File: src/gcs_pkg.sv
// Shared types, codes and constants for the gearshift clutch sequencer.
`timescale 1ns / 1ps

package gcs_pkg;

   // highest usable gear; sensor values above it are invalid
   localparam logic [3:0] TOP_GEAR = 4'd6;

   localparam logic [1:0] FUNC_POLL = 2'd0;
   localparam logic [1:0] FUNC_UP   = 2'd1;
   localparam logic [1:0] FUNC_DOWN = 2'd2;

   localparam logic [1:0] MODE_IDLE = 2'd0;
   localparam logic [1:0] MODE_UP   = 2'd1;
   localparam logic [1:0] MODE_DOWN = 2'd2;

   localparam int unsigned CSR_ADDR_W = 4;
   localparam logic [1:0] REG_TIMEOUT    = 2'd0;
   localparam logic [1:0] REG_CLUTCH_UP  = 2'd1;
   localparam logic [1:0] REG_CLUTCH_DN  = 2'd2;

   localparam logic [7:0]        TIMEOUT_RESET   = 8'd50;
   localparam logic signed [7:0] CLUTCH_UP_RESET = 8'sd0;
   localparam logic signed [7:0] CLUTCH_DN_RESET = -8'sd75;

   typedef logic signed [6:0] angle_type;

   localparam logic [2:0] TABLE_LAST = 3'd5;

   // downshift row indexed by source gear - 1, upshift row by source gear
   localparam angle_type DOWN_ANGLE [0:5] = '{7'sd36, -7'sd45, -7'sd38, -7'sd38,
                                              -7'sd38, -7'sd38};
   localparam angle_type UP_ANGLE   [0:5] = '{-7'sd47, 7'sd58, 7'sd41, 7'sd49,
                                              7'sd39, 7'sd47};

   typedef struct packed {
      logic [7:0]        timeout_ticks;
      logic signed [7:0] clutch_up_position;
      logic signed [7:0] clutch_down_position;
   } gcs_cfg_type;

   function automatic angle_type table_angle(input logic down, input logic [3:0] idx);
      logic [2:0] col;
      col = (idx > {1'b0, TABLE_LAST}) ? TABLE_LAST : idx[2:0];
      return down ? DOWN_ANGLE[col] : UP_ANGLE[col];
   endfunction

endpackage

File: src/gcs_req_if.sv
// Request channel interface: valid/ready handshake with the input fields.
`timescale 1ns / 1ps

interface gcs_req_if;
   logic       valid;
   logic       ready;
   logic [1:0] func;
   logic [3:0] current_gear;
   logic       clutch_ready;

   modport source (output valid, output func, output current_gear,
                   output clutch_ready, input ready);
   modport sink   (input valid, input func, input current_gear,
                   input clutch_ready, output ready);
endinterface

File: src/gcs_rsp_if.sv
// Response channel interface: valid/ready handshake with the result fields.
`timescale 1ns / 1ps

interface gcs_rsp_if;
   logic              valid;
   logic              ready;
   logic signed [7:0] clutch_target;
   logic signed [6:0] shift_target;
   logic              cut_signal;
   logic              blip_signal;
   logic              busy_res;
   logic              finished;
   logic              timed_out;
   logic              request_ignored;

   modport source (output valid, output clutch_target, output shift_target,
                   output cut_signal, output blip_signal, output busy_res,
                   output finished, output timed_out, output request_ignored,
                   input ready);
   modport sink   (input valid, input clutch_target, input shift_target,
                   input cut_signal, input blip_signal, input busy_res,
                   input finished, input timed_out, input request_ignored,
                   output ready);
endinterface

File: src/gcs_csr.sv
// APB register block holding the timeout and clutch position settings.
`timescale 1ns / 1ps

module gcs_csr
   import gcs_pkg::*;
(
   input  logic                  clock,
   input  logic                  reset,
   input  logic                  psel,
   input  logic                  penable,
   input  logic                  pwrite,
   input  logic [CSR_ADDR_W-1:0] paddr,
   input  logic [31:0]           pwdata,
   output logic [31:0]           prdata,
   output logic                  pready,
   output gcs_cfg_type           cfg
);

   gcs_cfg_type cfg_ff, cfg_in;
   logic        wr_en;
   logic [1:0]  reg_idx;

   assign pready  = 1'b1;
   assign wr_en   = psel && penable && pwrite;
   assign reg_idx = paddr[3:2];

   always_comb begin
      cfg_in = cfg_ff;
      if (wr_en) begin
         case (reg_idx)
            REG_TIMEOUT:   cfg_in.timeout_ticks        = pwdata[7:0];
            REG_CLUTCH_UP: cfg_in.clutch_up_position   = pwdata[7:0];
            REG_CLUTCH_DN: cfg_in.clutch_down_position = pwdata[7:0];
            default: ;
         endcase
      end
   end

   always_ff @(posedge clock) begin
      if (reset) begin
         cfg_ff.timeout_ticks        <= TIMEOUT_RESET;
         cfg_ff.clutch_up_position   <= CLUTCH_UP_RESET;
         cfg_ff.clutch_down_position <= CLUTCH_DN_RESET;
      end else begin
         cfg_ff <= cfg_in;
      end
   end

   always_comb begin
      case (reg_idx)
         REG_TIMEOUT:   prdata = {24'd0, cfg_ff.timeout_ticks};
         REG_CLUTCH_UP: prdata = {24'd0, cfg_ff.clutch_up_position};
         REG_CLUTCH_DN: prdata = {24'd0, cfg_ff.clutch_down_position};
         default:       prdata = 32'd0;
      endcase
   end

   assign cfg = cfg_ff;

endmodule

File: src/gearshift_clutch_sequencer.sv
// Top level: request register, shift sequencing logic and response register.
// Throughput: one request per cycle while the response side is not stalled; the request
// and response registers form a two-stage pipeline, and shift state is updated as a
// request moves into the response.
// Stalls on the response side back up through the request register.
// Reset (synchronous): pipeline empty, shift idle, shift state zero, registers at defaults.
`timescale 1ns / 1ps

module gearshift_clutch_sequencer
   import gcs_pkg::*;
(
   input  logic                  clock,
   input  logic                  reset,
   gcs_req_if.sink               req_ch,
   gcs_rsp_if.source             rsp_ch,
   input  logic                  psel,
   input  logic                  penable,
   input  logic                  pwrite,
   input  logic [CSR_ADDR_W-1:0] paddr,
   input  logic [31:0]           pwdata,
   output logic [31:0]           prdata,
   output logic                  pready
);

   gcs_cfg_type cfg;

   gcs_csr u_csr (
      .clock   (clock),
      .reset   (reset),
      .psel    (psel),
      .penable (penable),
      .pwrite  (pwrite),
      .paddr   (paddr),
      .pwdata  (pwdata),
      .prdata  (prdata),
      .pready  (pready),
      .cfg     (cfg)
   );

   // request stage
   logic       in_valid_ff;
   logic [1:0] in_func_ff;
   logic [3:0] in_gear_ff;
   logic       in_ready_ff;

   // response stage
   logic              out_valid_ff;
   logic signed [7:0] out_clutch_ff;
   logic signed [6:0] out_shift_ff;
   logic              out_cut_ff, out_blip_ff, out_busy_ff;
   logic              out_fin_ff, out_tout_ff, out_ign_ff;

   // shift state
   logic [1:0]        mode_ff, mode_in;
   logic [3:0]        target_ff, target_in;
   angle_type         angle_ff, angle_in;
   angle_type         shift_cmd_ff, shift_cmd_in;
   logic signed [7:0] clutch_cmd_ff, clutch_cmd_in;
   logic [7:0]        ticks_ff, ticks_in;
   logic [3:0]        lvg_ff, lvg_in;

   logic       advance, fire;
   logic       busy, fin, tout, ign, confirmed;
   logic [3:0] src_gear;
   logic [7:0] ticks_inc;

   assign advance      = !out_valid_ff || rsp_ch.ready;
   assign fire         = in_valid_ff && advance;
   assign req_ch.ready = !in_valid_ff || advance;

   always_ff @(posedge clock) begin
      if (reset) begin
         in_valid_ff <= 1'b0;
      end else if (req_ch.ready) begin
         in_valid_ff <= req_ch.valid;
      end
   end

   always_ff @(posedge clock) begin
      if (req_ch.valid && req_ch.ready) begin
         in_func_ff  <= req_ch.func;
         in_gear_ff  <= req_ch.current_gear;
         in_ready_ff <= req_ch.clutch_ready;
      end
   end

   always_comb begin
      mode_in       = mode_ff;
      target_in     = target_ff;
      angle_in      = angle_ff;
      shift_cmd_in  = shift_cmd_ff;
      clutch_cmd_in = clutch_cmd_ff;
      ticks_in      = ticks_ff;
      lvg_in        = lvg_ff;
      fin           = 1'b0;
      tout          = 1'b0;
      ign           = 1'b0;
      confirmed     = 1'b0;
      busy          = mode_ff != MODE_IDLE;
      src_gear      = (in_gear_ff <= TOP_GEAR) ? in_gear_ff : lvg_ff;
      ticks_in      = ticks_ff;
      ticks_inc     = (ticks_ff != 8'hFF) ? ticks_ff + 8'd1 : ticks_ff;

      if (in_gear_ff <= TOP_GEAR) begin
         lvg_in = in_gear_ff;
      end

      case (in_func_ff)
         FUNC_UP: begin
            if (busy || in_gear_ff >= TOP_GEAR) begin
               ign = 1'b1;
            end else begin
               mode_in       = MODE_UP;
               target_in     = in_gear_ff + 4'd1;
               angle_in      = table_angle(1'b0, in_gear_ff);
               clutch_cmd_in = cfg.clutch_up_position;
               shift_cmd_in  = '0;
               ticks_in      = '0;
            end
         end
         FUNC_DOWN: begin
            if (busy || src_gear == 4'd0) begin
               ign = 1'b1;
            end else begin
               mode_in       = MODE_DOWN;
               target_in     = src_gear - 4'd1;
               angle_in      = table_angle(1'b1, src_gear - 4'd1);
               clutch_cmd_in = cfg.clutch_down_position;
               shift_cmd_in  = '0;
               ticks_in      = '0;
            end
         end
         FUNC_POLL: begin
            if (busy) begin
               ticks_in = ticks_inc;
               if (in_ready_ff) begin
                  shift_cmd_in = angle_ff;
               end
               confirmed = in_ready_ff && (in_gear_ff == target_ff);
               if (confirmed || ticks_inc >= cfg.timeout_ticks) begin
                  shift_cmd_in = '0;
                  mode_in      = MODE_IDLE;
                  fin          = 1'b1;
                  tout         = !confirmed;
               end
            end
         end
         default: ;
      endcase
   end

   always_ff @(posedge clock) begin
      if (reset) begin
         mode_ff       <= MODE_IDLE;
         target_ff     <= '0;
         angle_ff      <= '0;
         shift_cmd_ff  <= '0;
         clutch_cmd_ff <= '0;
         ticks_ff      <= '0;
         lvg_ff        <= '0;
      end else if (fire) begin
         mode_ff       <= mode_in;
         target_ff     <= target_in;
         angle_ff      <= angle_in;
         shift_cmd_ff  <= shift_cmd_in;
         clutch_cmd_ff <= clutch_cmd_in;
         ticks_ff      <= ticks_in;
         lvg_ff        <= lvg_in;
      end
   end

   always_ff @(posedge clock) begin
      if (reset) begin
         out_valid_ff <= 1'b0;
      end else if (advance) begin
         out_valid_ff <= in_valid_ff;
      end
   end

   always_ff @(posedge clock) begin
      if (fire) begin
         out_clutch_ff <= clutch_cmd_in;
         out_shift_ff  <= shift_cmd_in;
         out_cut_ff    <= mode_in == MODE_UP;
         out_blip_ff   <= mode_in == MODE_DOWN;
         out_busy_ff   <= mode_in != MODE_IDLE;
         out_fin_ff    <= fin;
         out_tout_ff   <= tout;
         out_ign_ff    <= ign;
      end
   end

   assign rsp_ch.valid           = out_valid_ff;
   assign rsp_ch.clutch_target   = out_clutch_ff;
   assign rsp_ch.shift_target    = out_shift_ff;
   assign rsp_ch.cut_signal      = out_cut_ff;
   assign rsp_ch.blip_signal     = out_blip_ff;
   assign rsp_ch.busy_res        = out_busy_ff;
   assign rsp_ch.finished        = out_fin_ff;
   assign rsp_ch.timed_out       = out_tout_ff;
   assign rsp_ch.request_ignored = out_ign_ff;

   a_tout_needs_fin: assert property (@(posedge clock) disable iff (reset)
      rsp_ch.valid && rsp_ch.timed_out |-> rsp_ch.finished && !rsp_ch.busy_res)
      else $error("timeout reported without a finished shift");

   a_cut_blip_excl: assert property (@(posedge clock) disable iff (reset)
      rsp_ch.valid |-> !(rsp_ch.cut_signal && rsp_ch.blip_signal))
      else $error("cut and blip raised together");

   a_idle_rest: assert property (@(posedge clock) disable iff (reset)
      mode_ff == MODE_IDLE |-> shift_cmd_ff == '0)
      else $error("shift motor driven while idle");

   a_state_hold: assert property (@(posedge clock) disable iff (reset)
      !fire |=> $stable(mode_ff) && $stable(ticks_ff))
      else $error("shift state changed without a request moving");

   a_reset_idle: assert property (@(posedge clock)
      $past(reset) |-> mode_ff == MODE_IDLE && !out_valid_ff && !in_valid_ff)
      else $error("pipeline or shift not cleared by reset");

endmodule

File: src/flat_wrapper.sv
// flat-port wrapper written by rule: the top's interface ports become plain ports
module gearshift_clutch_sequencer_flat import gcs_pkg::*;
  (clock, reset, psel, penable, pwrite, paddr, pwdata, prdata, pready, req_ch_valid, req_ch_func, req_ch_current_gear, req_ch_clutch_ready, req_ch_ready, rsp_ch_valid, rsp_ch_clutch_target, rsp_ch_shift_target, rsp_ch_cut_signal, rsp_ch_blip_signal, rsp_ch_busy_res, rsp_ch_finished, rsp_ch_timed_out, rsp_ch_request_ignored, rsp_ch_ready);
  gcs_req_if req_ch_i ();
  gcs_rsp_if rsp_ch_i ();
  input  logic clock;
  input  logic reset;
  input  logic psel;
  input  logic penable;
  input  logic pwrite;
  input  logic [CSR_ADDR_W-1:0] paddr;
  input  logic [31:0] pwdata;
  output logic [31:0] prdata;
  output logic pready;
  input wire logic [$bits(req_ch_i.valid)-1:0] req_ch_valid;
  input wire logic [$bits(req_ch_i.func)-1:0] req_ch_func;
  input wire logic [$bits(req_ch_i.current_gear)-1:0] req_ch_current_gear;
  input wire logic [$bits(req_ch_i.clutch_ready)-1:0] req_ch_clutch_ready;
  output wire logic [$bits(req_ch_i.ready)-1:0] req_ch_ready;
  output wire logic [$bits(rsp_ch_i.valid)-1:0] rsp_ch_valid;
  output wire logic [$bits(rsp_ch_i.clutch_target)-1:0] rsp_ch_clutch_target;
  output wire logic [$bits(rsp_ch_i.shift_target)-1:0] rsp_ch_shift_target;
  output wire logic [$bits(rsp_ch_i.cut_signal)-1:0] rsp_ch_cut_signal;
  output wire logic [$bits(rsp_ch_i.blip_signal)-1:0] rsp_ch_blip_signal;
  output wire logic [$bits(rsp_ch_i.busy_res)-1:0] rsp_ch_busy_res;
  output wire logic [$bits(rsp_ch_i.finished)-1:0] rsp_ch_finished;
  output wire logic [$bits(rsp_ch_i.timed_out)-1:0] rsp_ch_timed_out;
  output wire logic [$bits(rsp_ch_i.request_ignored)-1:0] rsp_ch_request_ignored;
  input wire logic [$bits(rsp_ch_i.ready)-1:0] rsp_ch_ready;
  assign req_ch_i.valid = req_ch_valid;
  assign req_ch_i.func = req_ch_func;
  assign req_ch_i.current_gear = req_ch_current_gear;
  assign req_ch_i.clutch_ready = req_ch_clutch_ready;
  assign req_ch_ready = req_ch_i.ready;
  assign rsp_ch_valid = rsp_ch_i.valid;
  assign rsp_ch_clutch_target = rsp_ch_i.clutch_target;
  assign rsp_ch_shift_target = rsp_ch_i.shift_target;
  assign rsp_ch_cut_signal = rsp_ch_i.cut_signal;
  assign rsp_ch_blip_signal = rsp_ch_i.blip_signal;
  assign rsp_ch_busy_res = rsp_ch_i.busy_res;
  assign rsp_ch_finished = rsp_ch_i.finished;
  assign rsp_ch_timed_out = rsp_ch_i.timed_out;
  assign rsp_ch_request_ignored = rsp_ch_i.request_ignored;
  assign rsp_ch_i.ready = rsp_ch_ready;
  gearshift_clutch_sequencer u_core (.clock(clock), .reset(reset), .req_ch(req_ch_i), .rsp_ch(rsp_ch_i), .psel(psel), .penable(penable), .pwrite(pwrite), .paddr(paddr), .pwdata(pwdata), .prdata(prdata), .pready(pready));
endmodule
File: config.mk
export PLATFORM = sky130hd
export DESIGN_NAME = gearshift_clutch_sequencer_flat
export DESIGN_NICKNAME = d
export VERILOG_FILES = /design/src/gcs_pkg.sv /design/src/gcs_req_if.sv /design/src/gcs_rsp_if.sv /design/src/gcs_csr.sv /design/src/gearshift_clutch_sequencer.sv /design/src/flat_wrapper.sv
export SDC_FILE = /design/constraint.sdc
export NUM_CORES = 1
export LEC_CHECK = 0
export ABC_AREA = 1
export BUFFER_PORTS_ARGS = -buffer_cell sky130_fd_sc_hd__buf_2
export CORE_ASPECT_RATIO = 0.9
export CORE_MARGIN = 1
export CORE_UTILIZATION = 56
export DETAILED_ROUTE_END_ITERATION = 10
export GPL_ROUTABILITY_DRIVEN = 0
export PLACE_DENSITY = 0.84
export SLEW_MARGIN = 15
export SYNTH_ARGS = -nofsm -noshare
export SYNTH_HDL_FRONTEND = slang
export SYNTH_SLANG_ARGS = --single-unit
export TNS_END_PERCENT = 10
File: constraint.sdc
create_clock -name clock -period 3 [get_ports clock]
set_input_delay 0.3 -clock clock [delete_from_list [all_inputs] [get_ports clock]]
set_output_delay 0.3 -clock clock [all_outputs]
set_load 0.05 [all_outputs]
==> implementation parameters <==
Parameter                              Value

Outcome
  Run status    completed

Routing
  Detailed Routing Iterations Pass 1    7
  Detail-routed net length per standard cell    13.5 µm
  Vias    4840
  Via density    5.40
  Highest routed metal layer    met4
  Met2 wire len    5760 µm
  Number of DRC markers after the initial detailed-route iteration    349
  Antenna-violating nets left    0
  Sum of routed wire length over all layers    12100 µm
  Post-detailed-route DRC marker count    0
  Routed metal-1 wire length    ~5400 µm
  Met3 Wirelength    707 µm

Global route
  Initial antenna violation count    0
  Global-route wire length before repair    20000 µm
  Global route overflow    0
  Largest net degree at the start of global routing    33
  Number of global-route vias before repair    4387
  Total routing resource utilization after global routing    25.5%

Place
  Port Buf Inserts    54
  Estimated wirelength of the detail-placed design    8860 µm

Setup path
  R2r setup slk    0.24 ns
  Worst R2R Start    u_core.in_gear_ff[0]
  Cell class contributing the biggest share of worst-path delay    simple AND/OR/NAND/NOR gates
  Crit path largest cell delay    0.48 ns
  CP Data Required Time    between 3 and 4 ns
  Crit. End Element    flop
  Total buffers and inverters traversed by the critical path    3
  R2R Path End    u_core.rsp_ch.shift_target[3]
  Critical path class    reg -> reg
  Critical path's most frequent cell    sky130_fd_sc_hd__nand3_1
  Category of the worst setup path launch point    flop
  Worst-path cell chain    inv_1 -> ha_1 -> inv_1 -> nand3_1 -> nand3_1 -> nand2_1 -> ha_1 -> nand3_4 -> nand2_1 -> nand2_2 -> nand3_1 -> inv_2 -> o2bb2ai_1
  Cell with the largest stage delay on the worst path    sky130_fd_sc_hd__edfxtp_1
  Number of cells on the worst reg-to-reg path    13
  Critical path peak fanout    10
  Arrival time reported for the critical path endpoint    2.95 ns

Clock tree
  Worst-case clock buffer depth    2
  Number of clock sinks    94
  Post-CTS Hold Buffers    0
  Inserted Clock Buffers    9
  Buffer cell driving the clock tree root    sky130_fd_sc_hd__clkbuf_8
  Clock slew at reported path FFs    0.08 ns
  Worst-skew pair later-pin latency    0.38 ns
  CTS tree    done
  CTS HTree Levels    3

Timing
  Worst Tran Pin Value    0.586 ns
  Time the final worst path needs with I/O delays and setup    2.76 ns
  Max_slew headroom    60.8%
  Maximum clock rate    362 MHz
  Count of final setup violators    0
  Number of endpoints with negative hold slack in the final report    0
  Post-Route Skew    0.0153 ns
  Post-route clock period utilization    around 92%
  Fin. max-slew vios    0

Logic synthesis
  Share of the synthesized area in the top cell type    about a quarter
  Cells after synthesis    ~720
  Number of different library cells in the post-synthesis netlist    36
  Mean instance size in the synthesized netlist    7.40 µm²
  Synth warn    0
  Number of storage elements in the synthesis netlist    94
  Cell accounting for the most synthesized area    sky130_fd_sc_hd__dfxtp_1
  Post-synthesis cell area    0.00530 mm²
  Seq/Total Area, Yosys    40.8%
  Most area-consuming cells after synthesis    sky130_fd_sc_hd__dfxtp_1 (25%), sky130_fd_sc_hd__edfxtp_1 (16%), sky130_fd_sc_hd__nand2_1 (12%)

Power
  VDD IR max    0.000249 V
  Cell leakage power    2.82 nW
  Portion of total power attributed to the clock network    32.8%
  Part of the power in registers    47.5%
  Power dissipated by switching net loads    0.919 mW
  Power per cell area    507 mW/mm²
  Internal Dissipation    2.06 mW
  Comb power frac    19.7%
  Final total power    2.98 mW
  Switching part of the total power    30.9%

Floorplan
  Area inside the core boundary    slightly above 0.009 mm²
  Horizontal die dimension    105 µm
  Initial Util    a little under 60%
  Standard-cell row count    33
  Die Area    0.00986 mm²
  Die H    94.3 µm
  Boundary pin count    106

Finish
  Fraction of layout cells with a size suffix above 1    14.7%
  Most common cell after layout, fill and taps aside    sky130_fd_sc_hd__nand2_1
  Commonest non-fill, non-tap cells in the layout    sky130_fd_sc_hd__nand2_1 (168), sky130_fd_sc_hd__inv_1 (89), sky130_fd_sc_hd__dfxtp_1 (64)
  Diode insertion count for antenna repair    0
  Net count, final    843
  Share of the core filled with cells    64.1%
  Area overhead of the layout relative to synthesis    10.9%

Worst hold path
  Class of the tightest hold or removal check    in -> reg
  Endpoint, Worst Hold    u_core.in_gear_ff[1]
  Instance count along the most critical hold path    1
  Startpoint of the lowest-slack hold path    req_ch_current_gear[1]

Run
  Max-cap viol count    0
==> per-stage QoR <==
stage	worst slack (ns)	TNS, ns	hold WS, ns	cell area [µm²]	instances
after floorplan	0.286	0	0.399	5390	739
after global placement	0.195	0	0.433	5600	880
after detailed placement	0.0543	0	0.438	5600	880
after CTS	0.0531	0	0.103	5850	896
after global routing	-0.0315	-0.0909	0.0885	5880	896
final	0.240	0	0.107	5880	896
==> synthesized netlist by cell type, drive strengths merged <==
| library cell | instances |
|---|---|
| inv | 94 |
| nand3 | 57 |
| nand3b | 1 |
| o21bai | 2 |
| a31oi | 10 |
| nor3b | 1 |
| xnor2 | 3 |
| or2 | 9 |
| clkbuf | 17 |
| nor3 | 2 |
| nand2 | 172 |
| edfxtp | 28 |
| a211oi | 1 |
| conb | 2 |
| xor2 | 5 |
| ha | 24 |
| dfxtp | 66 |
| buf | 28 |
| o211ai | 12 |
| a21oi | 52 |
| o21ai | 51 |
| o2bb2ai | 1 |
| nand4 | 15 |
| nor2 | 59 |
| clkinv | 4 |
==> power groups by stage <==
| stage | combinational (mW) | sequential (mW) | clock [mW] |
|---|---|---|---|
| 2_1_floorplan | 0.421 | 1.49 | 0 |
| 3_3_place_gp | 0.555 | 1.44 | 0 |
| 3_5_place_dp | 0.574 | 1.44 | 0 |
| 4_1_cts | 0.577 | 1.41 | 0.984 |
| 5_1_grt | 0.644 | 1.42 | 1.04 |
| 6_report | 0.587 | 1.41 | 0.978 |
==> routing by layer <==
layer | GRT usage [%] | up-vias
li1 | - | 2389
met1 | 32.6 | 2236
met2 | 42.8 | 196
met3 | 5.06 | 19
met4 | 9.40 | 0
met5 | 0 | -
==> what timing repair did <==
action,in CTS,in global routing
setup buffers,0,0
endpoints found under the setup margin,0,23
resized for setup,0,9
==> flip-flops by register name, indices dropped and copies added, names as in the netlist, 4 cells and up <==
register,flops
u_core.u_csr.cfg,24
u_core.clutch_cmd_ff,8
u_core.rsp_ch.clutch_target,8
u_core.ticks_ff,8
u_core.angle_ff,7
u_core.rsp_ch.shift_target,7
u_core.shift_cmd_ff,7
u_core.in_gear_ff,4
u_core.lvg_ff,4
u_core.target_ff,4
==> worst max path at each step <==
| stage | from | endpoint | slack [ns] | depth (start not counted) |
|---|---|---|---|---|
| floorplan | u_core.ticks_ff[1] | u_core.shift_cmd_ff[0] | 0.29 | 20 |
| global placement | u_core.ticks_ff[1] | u_core.shift_cmd_ff[2] | 0.20 | 19 |
| detailed placement | u_core.ticks_ff[1] | u_core.shift_cmd_ff[2] | 0.05 | 18 |
| CTS | u_core.ticks_ff[1] | u_core.shift_cmd_ff[2] | 0.05 | 18 |
| global route | u_core.ticks_ff[1] | u_core.rsp_ch.cut_signal | -0.03 | 19 |
| finish | u_core.in_gear_ff[0] | u_core.rsp_ch.shift_target[3] | 0.24 | 13 |
==> kinds of logic after synthesis <==
group           after synthesis  synth area share, %
buf+inv                     143                 12.3
flops                        94                 40.8
xor+xnor                      8                 1.32
other cells                   2                0.142
fa+ha+maj                    24                 5.67
compound gates              129                 13.2
simple gates                316                 26.6
==> layout make-up <==
class / count / area, µm²
fill: 794 / 3290
multi-input combinational: 502 / 2600
sequential: 94 / 2160
inverter: 98 / 372
timing repair buffer: 64 / 345
clock buffer: 13 / 201
tap: 122 / 153
clock inverter: 3 / 43.8
Power figures use the tool's default switching activity.
